$ cat src/rtl/rcw_div_cell.sv
// ----------------------------------------------------------------------------
// Restoring divider cell
// Produces one quotient bit per cycle while enabled and hands the partial remainder on.
// ----------------------------------------------------------------------------
module rcw_div_cell #(
  parameter int DW = 16,
  parameter int QW = 16,
  parameter int SW = 1
) (
  input  logic          clk_i,
  input  logic          en_i,
  input  logic [DW-1:0] divisor_i,
  input  logic [DW-1:0] rem_i,
  input  logic          bit_i,
  input  logic [QW-1:0] quo_i,
  input  logic [SW-1:0] side_i,
  output logic [DW-1:0] rem_o,
  output logic [QW-1:0] quo_o,
  output logic [SW-1:0] side_o
);

  logic [DW:0]   trial;
  logic [DW:0]   diff;
  logic          fit;
  logic [DW-1:0] rem_d;
  logic [QW-1:0] quo_d;

  always_comb begin
    trial = {rem_i, bit_i};
    diff  = trial - {1'b0, divisor_i};
    fit   = (trial >= {1'b0, divisor_i});
    rem_d = fit ? diff[DW-1:0] : trial[DW-1:0];
    quo_d = {quo_i[QW-2:0], fit};
  end

  always_ff @(posedge clk_i) begin
    if (en_i) begin
      rem_o  <= rem_d;
      quo_o  <= quo_d;
      side_o <= side_i;
    end
  end

endmodule

$ cat config.mk
export PLATFORM = sky130hd
export DESIGN_NAME = rcw_div_cell
export DESIGN_NICKNAME = d
export VERILOG_FILES = /design/src/rtl/rcw_div_cell.sv
export SDC_FILE = /design/constraint.sdc
export NUM_CORES = 1
export LEC_CHECK = 0
export ABC_AREA = 1
export BUFFER_PORTS_ARGS = -buffer_cell sky130_fd_sc_hd__buf_2
export CELL_PAD_IN_SITES_DETAIL_PLACEMENT = 0
export CELL_PAD_IN_SITES_GLOBAL_PLACEMENT = 1
export CORE_MARGIN = 2
export CORE_UTILIZATION = 35
export DETAILED_ROUTE_END_ITERATION = 7
export PLACE_DENSITY = 0.8
export SLEW_MARGIN = 25
export SYNTH_ARGS = -nofsm -noshare
export SYNTH_HDL_FRONTEND = slang
export SYNTH_SLANG_ARGS = --single-unit
$ cat constraint.sdc
create_clock -name clk_i -period 2 [get_ports clk_i]
set_input_delay 0.3 -clock clk_i [delete_from_list [all_inputs] [get_ports clk_i]]
set_output_delay 0.3 -clock clk_i [all_outputs]
set_load 0.01 [all_outputs]
======== Yosys cells after proc, flatten, opt, wreduce, memory -nomap -nowiden ========
Index checks and enable logic that the tools add are counted.
cells by class
  $add $sub $neg .......................... 1
  magnitude comparators ................... 1
  mux-type cells .......................... 1
operator list
  kind                                              count
  17-bit by 16-bit >= comparator with 1-bit output  1
  16-bit 2-to-1 mux                                 1
  16-bit subtractor                                 1
word-level totals
  register bits ........................... 33
  input bits .............................. 52
  output and inout bits ................... 33

======== Longest topological paths before layout ========
  depth after elaboration ................. 2
  mapped depth ............................ 14
  mapped depth without buffers ............ 13

======== Least setup slack after synthesis ========
Ideal clock, no wire load.
  path type ............................... input-to-reg
  start point ............................. input divisor_i[3]
  end point ............................... register rem_o[12], data pin
  setup time .............................. 0.253 ns
  arrival time ............................ 1.533 ns
  required time ........................... 1.747 ns
  path slack .............................. 0.214 ns
  stages .................................. 14
  path buffers ............................ 2
  path through ............................ inv_1 > ha_1 > nand2_1 > inv_1 > nand2_1 > nand2_1 > nand2_1 > nand3_2 > nand2_1 > nand2_2 > buf_6 > buf_12 > nand3_1 > nand2_1
on the way
  word-level cells in the longest chain between the ends .. 2
  elaborated cells between the ends (all ways) .. 3
  classes of those cells .................. 1 x add/sub; 1 x order compare; 1 x mux
RTL lines
  element                                           line  source
  from (decl)                                       12    input logic [DW-1:0] divisor_i,
  17-bit by 16-bit >= comparator with 1-bit output  31    fit = (trial >= {1'b0, divisor_i});
  net fit                                           24    logic fit;
  16-bit 2-to-1 mux                                 32    rem_d = fit ? diff[DW-1:0] : trial[DW-1:0];
  net rem_d[12]                                     25    logic [DW-1:0] rem_d;
  to (signal assigned)                              38    rem_o <= rem_d;
  to (decl)                                         17    output logic [DW-1:0] rem_o,
The timed path passes the listed nets, and every way through them passes these cells.
A chain may end at the register's enable or synchronous reset.

======== Worst setup path in the final report ========
  start point ............................. input divisor_i[0]
  end point ............................... register rem_o[8], data pin
on the way
  word-level cells in the longest chain between the ends .. 2
  elaborated cells between the ends (all ways) .. 3
  classes of those cells .................. 1 x add/sub; 1 x order compare; 1 x mux
RTL lines
  element                                                                                       line
  16-bit subtractor / 17-bit by 16-bit >= comparator with 1-bit output (equally long branches)  30, 31
  16-bit 2-to-1 mux (*)                                                                         32
  net rem_d[8]                                                                                  25
Mark *: on every way through the listed nets, which the timed path passes. The rest lies on a longest branch.

==> flow_summary_export.csv <==
group,metric,value,unit
worst_setup_path,critPathRequiredTime,2040,ps
final_layout,fillers,658,
die,die-area,7270,um2
global_route,gr-usage-met2,26.6,%
power,peakVddDrop,392,uV
clock_tree,cts-resized-gates,0,
worst_setup_path,worstPathCellList,"buf_2, ha_1, fa_1, o21bai_1, nand2_1, nand3_1, nand2_1, nand3_1, nand2_1",
clock_tree,clock_path_buffers,2,
die,rows,29,
timing,finalCriticalPeriod,1700,ps
worst_setup_path,cp-start-kind,"input pin",
global_route,grt_pass1_vias,2036,
die,die_w,85.2,um
die,initial_core_util,36.4,%
clock_tree,post_cts_buffers,0,
timing,post-route-period-util,84.9,%
power,power,0.00213,W
clock_tree,clockRootBuffer,"clkbuf_8",
final_layout,multi_input_area,1050,um2
final_layout,nets,488,
route,viasPerCell,4.42,
clock_tree,path_clk_slew,70,ps
global_route,grt_pass1_wl,9090,um
worst_setup_path,crit_slowest_cell,"fa_1",
timing,hold_viol,0,
route,drc,0,
route,drt-initial-drc-count,77,
final_layout,drive_gt1_share,30.2,%
synth,synth_seq_cells,33,
final_layout,antennaDiodeCount,0,
die,core-area,6350,um2
worst_setup_path,crit_type,"input pin to flip-flop",
worst_setup_path,worstPathArrival,1740,ps
clock_tree,cts_buffers,5,
global_route,track_usage,15.6,%
worst_setup_path,path_depth,9,
worst_setup_path,cp_slowest_stage_delay,450,ps
global_route,antenna_found_initial,0,
timing,rsz0062_at_grt,"no",
flow_run,maxCapViolCount,0,
route,dr.pass1.iters,4,
timing,hold_ws,189,ps
synth,synth_nets,371,
synth,syn_inst,302,
global_route,grt_overflow,0,
worst_setup_path,crit_fanout,3,
power,power_density,682,nW/um2
synth,seq_area_frac_synth,42.9,%
clock_tree,cts_sinks,33,
worst_setup_path,crit_top_cell,"nand2_1",
timing,max_slew_margin,71.1,%
worst_setup_path,path_buf_inv,1,
worst_setup_path,startpoint,"divisor_i[0]",
route,via_count,2196,
worst_setup_path,crit_family,"adder cells",
die,io_pins,85,
hold_path,hold_class,"input pin to flip-flop",
route,wirelength,5450,um
final_layout,areaGrowthSynthToFinish,35.2,%
global_route,grt_max_degree,34,
power,p_leak,1.75,nW
route,postRouteAntennaNets,0,
route,wl_per_cell,11.0,um
worst_setup_path,end_kind,"flip-flop",
timing,slew_violations,0,
timing,tightest_slew,434,ps
placed_design,portBuffers,83,
clock_tree,cts_tree,"built",
global_route,use_met3,2.92,%
timing,clock.fmax,0.589,GHz
placed_design,gp_congestion,0.832,
synth,ys_warn_count,0,
placed_design,dp_hpwl,4420,um
synth,synth_area,2310,um2
synth,synth_cell_types,22,
die,die-height,85.2,um
synth,avgSynthCellArea,7.65,um2
global_route,gr-usage-met1,20.0,%
outcome,status,"finished clean",
clock_tree,h-tree-depth,2,
final_layout,regArea,991,um2
timing,setup_viol,0,
global_route,grt.busiest_layer,"met2",
clock_tree,postCtsHoldBufs,0,
worst_setup_path,cp-endpoint,"rem_o[8]$_DFFE_PP_",
synthesized netlist by cell type, drive strengths merged:
cell type  instances  area (um2)
nand4              4        25.0
ha                16         200
and2               2        12.5
fa                 1        20.0
edfxtp            33         991
nand3b             2        15.0
nand3             19         105
nor2              19        78.8
buf                3        42.5
nand2            122         463
o21ai              2        10.0
xor2               5        43.8
a21oi              9        45.0
xnor2              1        8.76
or2                1        6.26
o21bai             1        7.51
inv               60         225
nor3               2        10.0
area by class of cell:
type                    instances  share of cell area [%]
clock buffers                   6                    2.32
flip-flops and latches         33                    31.7
clock inverters                 2                    1.08
inverters                      60                    7.21
repair buffers                113                    20.9
well taps                      77                    3.08
multi-input cells             206                    33.7
layer usage:
metal / up-vias / routed length, um
met5: - / 0
met1: 960 / 2440
met2: 53 / 2610
met3: 7 / 303
met4: 0 / 97
li1: 1176 / -
per-stage QoR:
stage               instances  setup WS [ps]  util, %  setup TNS (ps)  cell area, um2
global placement          489          -3.15     47.5           -3.15            3020
finish                    497            302     49.2               0            3120
detailed placement        489           4.12     47.5               0            3020
floorplan                 302            214        -               0            2310
global route              497            149     49.2               0            3120
CTS                       497            302     49.2               0            3120
kinds of logic after synthesis:
family / count (synthesis) / share of synthesized area, %
DFF: 33 / 42.9
adders and majority gates: 17 / 9.53
and+or+nand+nor: 171 / 31.0
AOI/OAI and AO/OA: 12 / 2.71
buffers and inverters: 63 / 11.6
xor gates and xnor gates: 6 / 2.28
report_power, final:
group | total (W) | internal (W) | switching (W)
Sequential | 0.000873 | 0.000859 | 0.0000144
Clock | 0.000615 | 0.000368 | 0.000247
Combinational | 0.000640 | 0.000288 | 0.000352
Total | 0.00213 | 0.00152 | 0.000613
cells in the final DEF (no fill, tap or decap), types with 9 or more instances in the layout:
cell type and count:
nor2_1 16, nand2_1 120, nand3_1 17, buf_4 29, inv_1 60, edfxtp_1 33
a21oi_1 9, buf_2 83, ha_1 16
state kept, by name (all words and copies together), names as in the netlist:
| name | flops |
|---|---|
| rem_o | 16 |
| side_o | 1 |
| quo_o | 16 |
how the worst min path moves through the flow:
stage,from,to,cells past startpoint
after detailed placement,quo_i[13],quo_o[14]$_DFFE_PP_,1
after global routing,quo_i[11],quo_o[12]$_DFFE_PP_,1
after floorplan,quo_i[9],quo_o[10]$_DFFE_PP_,0
after global placement,quo_i[12],quo_o[13]$_DFFE_PP_,1
final,quo_i[1],quo_o[2]$_DFFE_PP_,1
after CTS,quo_i[1],quo_o[2]$_DFFE_PP_,1
No activity file was read; power rests on OpenSTA's default activity.
