## config.mk

```make
export PLATFORM = sky130hd
export DESIGN_NAME = rcw_horner_cell
export DESIGN_NICKNAME = d
export VERILOG_FILES = /design/src/rtl/rcw_pkg.sv /design/src/rtl/rcw_horner_cell.sv
export SDC_FILE = /design/constraint.sdc
export NUM_CORES = 2
export LEC_CHECK = 0
export BUFFER_PORTS_ARGS = -buffer_cell sky130_fd_sc_hd__buf_2
export CAP_MARGIN = 20
export CORE_UTILIZATION = 50
export CTS_CLUSTER_SIZE = 30
export DETAILED_ROUTE_END_ITERATION = 10
export PLACE_DENSITY = 0.67
export SKIP_CTS_REPAIR_TIMING = 1
export SLEW_MARGIN = 20
export SYNTH_ARGS = -nofsm -noshare
export SYNTH_HDL_FRONTEND = slang
export SYNTH_SLANG_ARGS = --single-unit
```

## constraint.sdc

```tcl
create_clock -name clk_i -period 14.8 [get_ports clk_i]
set_input_delay 2.96 -clock clk_i [delete_from_list [all_inputs] [get_ports clk_i]]
set_output_delay 2.96 -clock clk_i [all_outputs]
set_load 0.02 [all_outputs]
```

## src/rtl/rcw_pkg.sv

```systemverilog
// ----------------------------------------------------------------------------
// Raised-cosine window generator package
// Shared widths, polynomial coefficients and register indexes.
// ----------------------------------------------------------------------------
package rcw_pkg;

  localparam int IDX_W   = 15;  // sample index
  localparam int LEN_W   = 16;  // window length and block offset
  localparam int GIDX_W  = 31;  // global index
  localparam int PHASE_W = 16;  // phase, fraction of one turn
  localparam int Q_W     = 17;  // quarter-wave argument, Q16 up to 1.0
  localparam int ACC_W   = 31;  // Horner accumulator, Q30
  localparam int PROD_W  = 62;  // Horner product
  localparam int COS_W   = 16;  // signed Q14 cosine
  localparam int COEF_W  = 15;  // window weights
  localparam int RAW_W   = 30;  // raw window value, Q29 up to 1.0

  localparam int HORNER_CELLS = 5;

  typedef logic [ACC_W-1:0] coef_t;
  typedef coef_t horner_coef_t [HORNER_CELLS];

  // Odd sine polynomial, highest order first.
  localparam horner_coef_t HORNER_COEF = '{
    31'd172272, 31'd5026995, 31'd85569306, 31'd693598668, 31'd1686629713
  };

  localparam logic [COEF_W-1:0] HANN_A    = 15'd16384;
  localparam logic [COEF_W-1:0] HANN_B    = 15'd16384;
  localparam logic [COEF_W-1:0] HAMMING_A = 15'd17695;
  localparam logic [COEF_W-1:0] HAMMING_B = 15'd15073;

  typedef enum logic [1:0] {
    CFG_KIND   = 2'd0,
    CFG_LENGTH = 2'd1,
    CFG_OFFSET = 2'd2
  } cfg_reg_e;

endpackage

```

## src/rtl/rcw_horner_cell.sv

```systemverilog
// ----------------------------------------------------------------------------
// Horner step cell
// Subtracts the previous product from a coefficient and multiplies again.
// ----------------------------------------------------------------------------
module rcw_horner_cell #(
  parameter int SW = 1
) (
  input  logic                      clk_i,
  input  logic                      en_i,
  input  logic [rcw_pkg::ACC_W-1:0] coef_i,
  input  logic [rcw_pkg::PROD_W-1:0] prod_i,
  input  logic [rcw_pkg::ACC_W-1:0] mult_i,
  input  logic [SW-1:0]             side_i,
  output logic [rcw_pkg::PROD_W-1:0] prod_o,
  output logic [SW-1:0]             side_o
);

  logic [rcw_pkg::ACC_W-1:0]  acc;
  logic [rcw_pkg::PROD_W-1:0] prod_d;

  // The previous product shifted down never exceeds the coefficient.
  always_comb begin
    acc    = coef_i - prod_i[60:30];
    prod_d = acc * mult_i;
  end

  always_ff @(posedge clk_i) begin
    if (en_i) begin
      prod_o <= prod_d;
      side_o <= side_i;
    end
  end

endmodule
```

* Yosys cells after proc, flatten, opt, wreduce, memory -nomap -nowiden *
Index checks and enable logic that the tools add are counted.

word-level totals
  register bits after elaboration = 63
  output and inout port bits = 63

cells by class
  $add $sub $neg = 1
  $mul = 1

operators with widths
  kind                                            count
  31-bit by 31-bit multiplier with 62-bit output  1
  31-bit subtractor                               1

* Depth between registers and ports, before layout *
  depth in word-level cells = 2
  gate-level depth with buffers = 39

* Worst setup path after synthesis *
Ideal clock, no wire load.

  path type = input to register
  from = in prod_i[32] in the netlist's numbering
  to = reg prod_o[58] in the netlist's numbering, data pin
  arrival time = 11091 ps
  data required time = 14541 ps
  path slack = 3449 ps
  stages = 34
  cells stage by stage = inv_1 > ha_1 > nor2b_1 > o31a_1 > or2_2 > o21ai_0 > o21bai_1 > a21oi_1 > xnor2_1 > clkbuf_1 > and2_1 > fa_1 > fa_1 > fa_1 > inv_1 > fa_1 > inv_1 > fa_1 > inv_1 > fa_1 > fa_1 > fa_1 > inv_1 > ha_1 > buf_2 > nand2_1 > o21ai_0 > nor2_1 > a31oi_2 > a31oi_1 > o31a_1 > o31ai_4 > a41oi_1 > xnor2_1

between the ends
  cells in the longest elaborated chain, start to end = 2

ends and longest elaborated chain
  element                                         RTL line               source
  start, declared                                 rcw_horner_cell.sv:11  input logic [rcw_pkg::PROD_W-1:0] prod_i,
  31-bit subtractor                               rcw_horner_cell.sv:23  acc = coef_i - prod_i[60:30];
  31-bit by 31-bit multiplier with 62-bit output  rcw_horner_cell.sv:24  prod_d = acc * mult_i;
  net prod_d, one bit                             rcw_horner_cell.sv:19  logic [rcw_pkg::PROD_W-1:0] prod_d;
  end signal, assigned                            rcw_horner_cell.sv:29  prod_o <= prod_d;
  end, declared                                   rcw_horner_cell.sv:14  output logic [rcw_pkg::PROD_W-1:0] prod_o,

The timed path passes the listed nets, and every way through them passes these cells.
A chain may end at the register's enable or synchronous reset.

* Worst setup path in the final report *
  from = in coef_i[0] in the netlist's numbering
  to = reg prod_o[51] in the netlist's numbering, data pin

between the ends
  cells in the longest elaborated chain, start to end = 2

ends and longest elaborated chain
  element                                         RTL line               source
  start, declared                                 rcw_horner_cell.sv:10  input logic [rcw_pkg::ACC_W-1:0] coef_i,
  31-bit subtractor                               rcw_horner_cell.sv:23
  31-bit by 31-bit multiplier with 62-bit output  rcw_horner_cell.sv:24
  net prod_d, one bit                             rcw_horner_cell.sv:19

The timed path passes the listed nets, and every way through them passes these cells.

==> reports/results.txt <==
Total number of nets in the final design -> 5137
Fillers -> 6504
Final max-slew violation count -> 0
Core Util, Final -> 0.533
Global route total overflow -> 0
Startpoint-to-endpoint class of the critical path -> primary input to register
Total half-perimeter wirelength after legalization and detailed placement -> 73200 microns
Transition time at the pin with the least slew margin -> 995 ps
Y dimension of the die -> 268 microns
GRT Util Overall -> 0.268
Worst slack at placement -> 1530 ps
Clock tree from TritonCTS -> done
Total number of clock tree sinks -> 63
DRT antenna net count -> 0
Distinct cell type count after synthesis -> 67
Effective utilization at floorplan -> 0.504
Post-synthesis cell count -> 3894
Slowest-stage cell, CP -> xnor2_2
Number of endpoints failing setup at the final stage -> 0
FFs w/ async S/R, synth -> 0
Post-Route M1 WL -> 36000 microns
Core footprint -> 0.0700 sq mm
Most frequent cell after synthesis -> inv_1
Type of element launching the critical path -> primary input
Time the worst path needs with I/O delays and setup -> 13160 ps
Class of the worst hold path -> primary input to register
CP dominant cell by count -> fa_1
Routed wl met2 -> 46900 microns
Post-CTS clock slew at the launch and capture registers of the worst setup and hold paths -> 60 ps
Initial DRT Pass Iterations -> 7
I/O Buffers -> 158
Die width -> 268 microns
Synthesis-to-finish area growth -> 5.60%
Wirelength, routed -> 91000 microns
Highest fanout seen on the critical path -> 22
Vias in the first global route -> 27900
Synthesized area per cell -> 9.07 sq um
Maximum count of clock buffers along a single path -> 2
Num rows -> 97
Share of the yosys chip area belonging to registers -> 0.0535
F_max -> 0.0760 GHz
Number of warning messages in the yosys log -> 0
Number of failing hold endpoints at the final stage -> 0
Largest stage delay, worst path -> 690 ps
Detailed-route via count -> 26000
Highest routing layer actually used -> met5
Period Utilization, post-route -> 0.889
Number of nets in the synthesized netlist -> 5144
Flops & latches, synth -> 63
Layout cell share with drive strength beyond 1 -> 0.0714
Number of antenna violations at the first check in global routing -> 6
Post-synthesis instance area -> 0.0353 sq mm
Total of max-cap violations -> 0
Placer congestion estimate -> 0.929
Area contributors post-synth -> fa_1, ha_1, inv_1
Critical Path End Type -> register
Routed length per instance -> 18.8 microns
Main flop type after synthesis -> edfxtp_1
Data required time at the worst endpoint -> 14870 ps
Worst Slack Setup Final -> 1640 ps
Leading post-synthesis cells by instance count -> inv_1, fa_1, nand2_1
Setup repair after global routing missed its margin -> false
Area share of the largest cell type after synthesis -> 0.475
Cell at the root of the clock tree -> clkbuf_16
Die area -> 0.0717 sq mm
Setup tns final -> 0 ps
Post-synth EDFFs -> 63
Pin count of the biggest net entering global routing -> 64
First-pass GRT wire length -> 148000 microns
H-tree Lvls -> 3
Outcome -> finished, final reports clean
DR vias/cell -> 5.38
Final hold slack -> 2780 ps
Met3 Routed Length -> 4960 microns
DR iter-0 viols -> 1431
Remaining design rule violation count -> 0
Data arrival at the endpoint of the critical path -> 13230 ps
Remaining max-slew budget at the tightest pin -> 0.336
IO Count -> 190
Clock buffers created by TritonCTS -> 9
Largest area contributor in the netlist -> fa_1
==> cell type report <==
type | count | area (sq um) | share of cell area
Antenna cell | 1 | 2.50 | 0.0000671
Clock buffer | 9 | 225 | 0.00604
Clock inverter | 7 | 97.6 | 0.00262
Inverter | 878 | 3300 | 0.0883
Multi-Input combinational cell | 2735 | 29500 | 0.791
Sequential cell | 63 | 1890 | 0.0507
Tap cell | 940 | 1180 | 0.0315
Timing Repair Buffer | 200 | 1110 | 0.0296
==> routing by layer <==
metal	track usage	up-vias
li1	-	11500
met1	0.342	13600
met2	0.473	781
met3	0.0320	183
met4	0.0877	8
met5	0	-
==> registers in the layout (all words and copies together) (netlist names) <==
register and cells:
side_o 1, prod_o 62
==> layout by cell type, fill, tap and decap left out, types with 38 or more instances in the layout <==
master / count
xnor2_1: 38
edfxtp_1: 63
fa_1: 838
nor2b_1: 50
buf_4: 42
inv_1: 878
buf_2: 158
nand2b_1: 59
nor2_1: 43
a21oi_1: 94
a21o_1: 38
and2_1: 398
o21ai_0: 55
nand2_1: 570
ha_1: 285
==> path summary, 6_finish.rpt <==
check / start / endpoint / slack [ps] / depth (start not counted)
worst max-delay path: coef_i[0] / prod_o[51] / 1640 / 35
worst min-delay path: side_i / side_o / 2780 / 1
==> through the flow <==
stage / area (sq um) / std cells
finish: 37300 / 4833
global route: 37300 / 4832
CTS: 37300 / 4832
detailed placement: 37000 / 4816
global placement: 37000 / 4816
floorplan: 35300 / 3894
==> kinds of logic (layout without fill, tap and decap cells) <==
group	count (synthesis)	count (layout)	synth area share
adder cells (fa/ha/maj)	1123	1123	0.576
AND/OR/NAND/NOR	1208	1208	0.170
AO/OA/AOI/OAI	289	289	0.0533
flip-flops	63	63	0.0535
XOR/XNOR	83	83	0.0206
multiplexers	32	32	0.00956
buffers and inverters	1096	1094	0.117
other	0	1	0
==> worst max-delay path: cells and delay by family <==
kind,cells,cell delay (ps)
buffers and inverters,7,780
adders and majority gates,11,5130
xor gates and xnor gates,1,690
and+or+nand+nor,7,1400
AOI/OAI and AO/OA,9,2220
Power is not shown: default switching activity piles up to over one toggle a cycle in this logic, so the estimate is an artifact.
